$ cat config.mk
export PLATFORM = sky130hd
export DESIGN_NAME = pcb_regs
export DESIGN_NICKNAME = d
export VERILOG_FILES = /design/src/rtl/pcb_pkg.sv /design/src/rtl/pcb_regs.sv
export SDC_FILE = /design/constraint.sdc
export NUM_CORES = 1
export LEC_CHECK = 0
export ABC_AREA = 1
export ABC_CLOCK_PERIOD_IN_PS = 800
export BUFFER_PORTS_ARGS = -buffer_cell sky130_fd_sc_hd__buf_4
export CORE_AREA = 8 8 186 259
export DETAILED_ROUTE_END_ITERATION = 10
export DIE_AREA = 0 0 194 267
export GPL_TIMING_DRIVEN = 0
export PLACE_DENSITY = 0.77
export SYNTH_ARGS = -nofsm -noshare
export SYNTH_HDL_FRONTEND = slang
export SYNTH_SLANG_ARGS = --single-unit
export TNS_END_PERCENT = 20
$ cat constraint.sdc
create_clock -name clk -period 0.8 [get_ports clk]
set_input_delay 0.04 -clock clk [delete_from_list [all_inputs] [get_ports clk]]
set_output_delay 0.04 -clock clk [all_outputs]
set_load 0.02 [all_outputs]
$ cat src/rtl/pcb_pkg.sv
// shared types, constants and helper functions of the pinhole camera geometry unit
package pcb_pkg;

	localparam int IMAGE_HEIGHT = 480;
	localparam int ENT_W = 21;
	localparam int REG_W = 3 * ENT_W;
	localparam int CFG_IW = 4;
	localparam int NW = 80;
	localparam int DW = 63;
	localparam int QW = 33;
	localparam int WK = DW + QW;
	localparam int DIV_LAT = QW + 2;

	localparam logic signed [31:0] ONE_Q16 = 32'sd65536;
	localparam logic signed [33:0] FLIP_BASE = 34'(IMAGE_HEIGHT - 1) <<< 16;

	localparam logic [CFG_IW-1:0] REG_INTR0 = 4'd0;
	localparam logic [CFG_IW-1:0] REG_INTR1 = 4'd1;
	localparam logic [CFG_IW-1:0] REG_INTR2 = 4'd2;
	localparam logic [CFG_IW-1:0] REG_ROT0 = 4'd3;
	localparam logic [CFG_IW-1:0] REG_ROT1 = 4'd4;
	localparam logic [CFG_IW-1:0] REG_ROT2 = 4'd5;
	localparam logic [CFG_IW-1:0] REG_TRANS_L = 4'd6;
	localparam logic [CFG_IW-1:0] REG_TRANS_R = 4'd7;

	typedef enum logic [1:0] {
		CMD_PROJECT = 2'd0,
		CMD_BACKPROJECT = 2'd1,
		CMD_FLIP = 2'd2
	} cmd_t;

	typedef logic signed [ENT_W-1:0] ent_t;

	typedef struct packed {
		logic [2:0][REG_W-1:0] kr;
		logic [2:0][REG_W-1:0] rr;
		logic [1:0][REG_W-1:0] tr;
	} cfg_t;

	typedef struct packed {
		cmd_t cmd;
		logic cam;
		logic fault;
		logic signed [31:0] rx;
		logic signed [31:0] ry;
		logic signed [31:0] rz;
		logic signed [33:0] a0;
		logic signed [31:0] a2;
	} side_t;

	function automatic ent_t ent(input logic [REG_W-1:0] r, input int j);
		return ent_t'(r[ENT_W*j +: ENT_W]);
	endfunction

	function automatic logic signed [31:0] sat32(input logic signed [63:0] v);
		if (v > 64'sd2147483647)
			return 32'sh7fffffff;
		else if (v < -64'sd2147483648)
			return 32'sh80000000;
		else
			return v[31:0];
	endfunction

	function automatic logic signed [39:0] sat40(input logic signed [63:0] v);
		if (v > 64'sd549755813887)
			return 40'sh7fffffffff;
		else if (v < -64'sd549755813888)
			return 40'sh8000000000;
		else
			return v[39:0];
	endfunction

	// signed, saturated form of a magnitude quotient
	function automatic logic signed [31:0] qsat(input logic [QW-1:0] q, input logic ovf,
		input logic neg);
		if (!neg) begin
			if (ovf || q[QW-1] || q[31])
				return 32'sh7fffffff;
			else
				return q[31:0];
		end else begin
			if (ovf || q[QW-1] || (q[31] && q[30:0] != 31'd0))
				return 32'sh80000000;
			else
				return -q[31:0];
		end
	endfunction

endpackage

$ cat src/rtl/pcb_regs.sv
// configuration register file for matrices and translations
module pcb_regs import pcb_pkg::*; (
	input logic clk,
	input logic arst_n,
	input logic wr_valid,
	output logic wr_ready,
	input logic [CFG_IW-1:0] wr_index,
	input logic [REG_W-1:0] wr_data,
	output cfg_t cfg
);

	cfg_t cfg_q;

	assign wr_ready = 1'b1;
	assign cfg = cfg_q;

	always_ff @(posedge clk or negedge arst_n) begin
		if (!arst_n) begin
			cfg_q <= '0;
		end else if (wr_valid) begin
			unique case (wr_index)
				REG_INTR0: cfg_q.kr[0] <= wr_data;
				REG_INTR1: cfg_q.kr[1] <= wr_data;
				REG_INTR2: cfg_q.kr[2] <= wr_data;
				REG_ROT0: cfg_q.rr[0] <= wr_data;
				REG_ROT1: cfg_q.rr[1] <= wr_data;
				REG_ROT2: cfg_q.rr[2] <= wr_data;
				REG_TRANS_L: cfg_q.tr[0] <= wr_data;
				REG_TRANS_R: cfg_q.tr[1] <= wr_data;
				default: cfg_q <= cfg_q;
			endcase
		end
	end

endmodule

==> results.yml <==
floorplanning:
  io_pins: 575
  core_sq_um: 44430
  die_width_microns: 194
  die_area_sq_um: 51800
  start_util_pct: 47.36
  rows: 92
  die_y_microns: 267
power_and_ir_drop:
  power_uw: 91130
  vdd_drop_max_v: 0.002077
  leakage_uw: 0.01637
  p_per_area_nw_per_um2: 2952
setup_path:
  critPathMaxStageDelay_ns: 0.44
  cp_cell_sequence: "buf_6"
  critPathCaptureType: "primary output"
  worstSetupPathType: "register to primary output"
  arrival_ns: 1.16
  cp-start-kind: "register"
  cp_max_fo: 2
  critPathBufInv: 1
  critPathRequiredTime_ns: 0.76
  slowest_stage: "dfrtp_1"
  cpLargestDelayFamily: "flip-flops"
final_layout:
  fillers: 3176
  final_nets: 3143
  fin_util_pct: 69.48
  largest_register_ffs: 504
  drive_gt1_share_pct: 27.13
  syn_to_final_growth_pct: 46.70
clock_tree:
  ctsHtreeMaxLevel: 2
  postCtsHoldBufs: 65
  clk_latency_ns: 0.57
  cts_tree: "done"
  clk_path_buf_depth: 3
  path_clk_slew_ns: 0.07
  cts_buffers: 49
  cts_sinks: 504
  root_buffer: "clkbuf_16"
synth:
  yosysMostFrequentCell: "nand2_1"
  synth_cell_types: 16
  synth_area_leaders: "dfrtp_1 (60%), nand2_1 (20%), nand4_1 (7.5%)"
  synth_flop_cell: "dfrtp_1"
  yosysTopAreaCellShare_pct: 59.94
  synth-async-reset-ratio_pct: 100.0
  synth_seq_cells: 504
  syn_inst: 2401
  netlist_top_cells_count: "nand2_1 (1137), dfrtp_1 (504), nand4_1 (252), inv_1 (130), o21bai_1 (126)"
  avgSynthCellArea_sq_um: 8.764
  ys.warnings.count: 0
  synth_area_leader_cell: "dfrtp_1"
  syn_nets: 2471
  synth_seq_area_share_pct: 59.94
  synth_edf_count: 0
  syn-cell-area_sq_um: 21040
routing:
  wirelength_microns: 87350
  drcViolationCount: 0
  wl_met3_microns: 8148
  wl_met1_microns: 31280
  dr.max_layer_used: "met5"
  detail-route-antenna-nets: 0
  dr.first_iter.drc_count: 1927
  wl_per_cell_microns: 23.76
  viasPerCell: 5.542
  vias: 20380
  drt_first_pass_iters: 5
  dr_wl_met2_microns: 41320
sta:
  fin_setup_tns_ns: -177.49
  report.final.hold_viol_count: 277
  setup_viol: 579
  period_minus_slack_ns: 1.201
  maxSlewViolCount: 0
  fmaxAchievable_mhz: 832.7
  period_share_pct: 150.1
  timing.hold.ws_ns: -0.6257
  slew_headroom_pct: 60.79
  setup_ws_ns: -0.4009
  tightest_slew_ns: 0.5881
  rsz0062_at_grt: "yes"
  skew_ns: 0
worst_hold_path:
  hold_path_class: "input port to asynchronous set/reset pin"
grt:
  track_usage_pct: 32.01
  grt_max_degree: 127
  grt_pass1_vias: 20370
  overflow: 0
  grt_antenna_before_repair: 3
  grt_pass1_wl_microns: 127100
placement:
  gp_congestion: 0.9204
  dp_hpwl_microns: 58200
  portBuffers: 509
  dp_slack_ns: -1.756
flow_run:
  max_cap_violations: 0
outcome:
  failed_checks: "hold timing, setup timing"
  status: "complete, but fails checks"
==> final timing paths <==
path / startpoint / end / slack [ns] / depth (start not counted)
max: cfg[90]$_DFFE_PN0P_ / cfg[90] / -0.40 / 1
min: arst_n / cfg[112]$_DFFE_PN0P_ / -0.63 / 1
max reg2reg: cfg[262]$_DFFE_PN0P_ / cfg[262]$_DFFE_PN0P_ / -0.08 / 4
min reg2reg: cfg[163]$_DFFE_PN0P_ / cfg[163]$_DFFE_PN0P_ / 0.49 / 2
max in group asynchronous: arst_n / cfg[216]$_DFFE_PN0P_ / 0.04 / 3
min in group clk: wr_valid / cfg[440]$_DFFE_PN0P_ / -0.07 / 4
==> power by group <==
group | internal [uW] | total [uW] | switching (uW)
Clock | 14900 | 25100 | 10200
Combinational | 13800 | 30500 | 16800
Sequential | 30900 | 35500 | 4580
Total | 59600 | 91100 | 31600
==> worst register-to-register path, delay by kind of cell (launching register included) <==
family                 cells  cell delay [ns]
DFF                        1             0.41
and+or+nand+nor            1             0.08
buffers and inverters      2             0.18
AOI/OAI and AO/OA          1             0.10
==> layout make-up <==
cell class | count | area [sq um] | share of cell area [%]
sequential | 504 | 12610 | 40.86
clock buffer | 73 | 1499 | 4.856
antenna | 2 | 5.005 | 0.01621
inverter | 132 | 495.5 | 1.605
multi-input combinational | 1533 | 7052 | 22.84
tap | 564 | 705.7 | 2.286
timing repair buffer | 622 | 6934 | 22.46
clock inverter | 16 | 237.7 | 0.7701
buffer | 231 | 1329 | 4.304
==> metal layers <==
metal / GRT usage (%) / up-vias
met5: 0 / -
met3: 8.742 / 337
met2: 51.37 / 1220
li1: - / 8947
met4: 22.13 / 2
met1: 37.22 / 9873
==> layout by cell type (no fill, tap or decap), types with 2 or more instances in the layout <==
master,count
nand2_1,1134
buf_6,516
dfrtp_1,504
nand4_1,252
inv_1,128
o21bai_1,125
buf_2,89
dlygate4sd3_1,65
buf_4,56
clkbuf_16,53
clkbuf_1,49
clkbuf_2,45
clkbuf_8,14
clkbuf_4,12
buf_12,10
buf_1,9
nor2_4,8
clkinv_2,8
nand3_4,7
bufinv_16,6
buf_16,5
inv_2,4
buf_8,3
diode_2,2
nand2_4,2
==> per-stage QoR <==
step / std cells / cell area, sq um
final: 3677 / 30870
after global routing: 3675 / 30860
after CTS: 3654 / 30300
after detailed placement: 3478 / 25900
after global placement: 3474 / 25780
after floorplan: 2401 / 21250
==> kinds of logic after synthesis <==
group | Yosys count | share of synthesized area, %
AND/OR/NAND/NOR | 1405 | 28.36
other | 1 | 0.01782
buffers and inverters | 365 | 7.189
flip-flops | 504 | 59.94
AO/OA/AOI/OAI | 126 | 4.495
==> repair_timing <==
item                       in CTS  in global routing
cloned                          0                  3
hold endpoints to repair      585                277
buffers inserted               22                 20
setup endpoints to repair    1240               1090
pin swaps                       7                  8
gates resized for setup       477                130
Power figures use the tool's default switching activity.
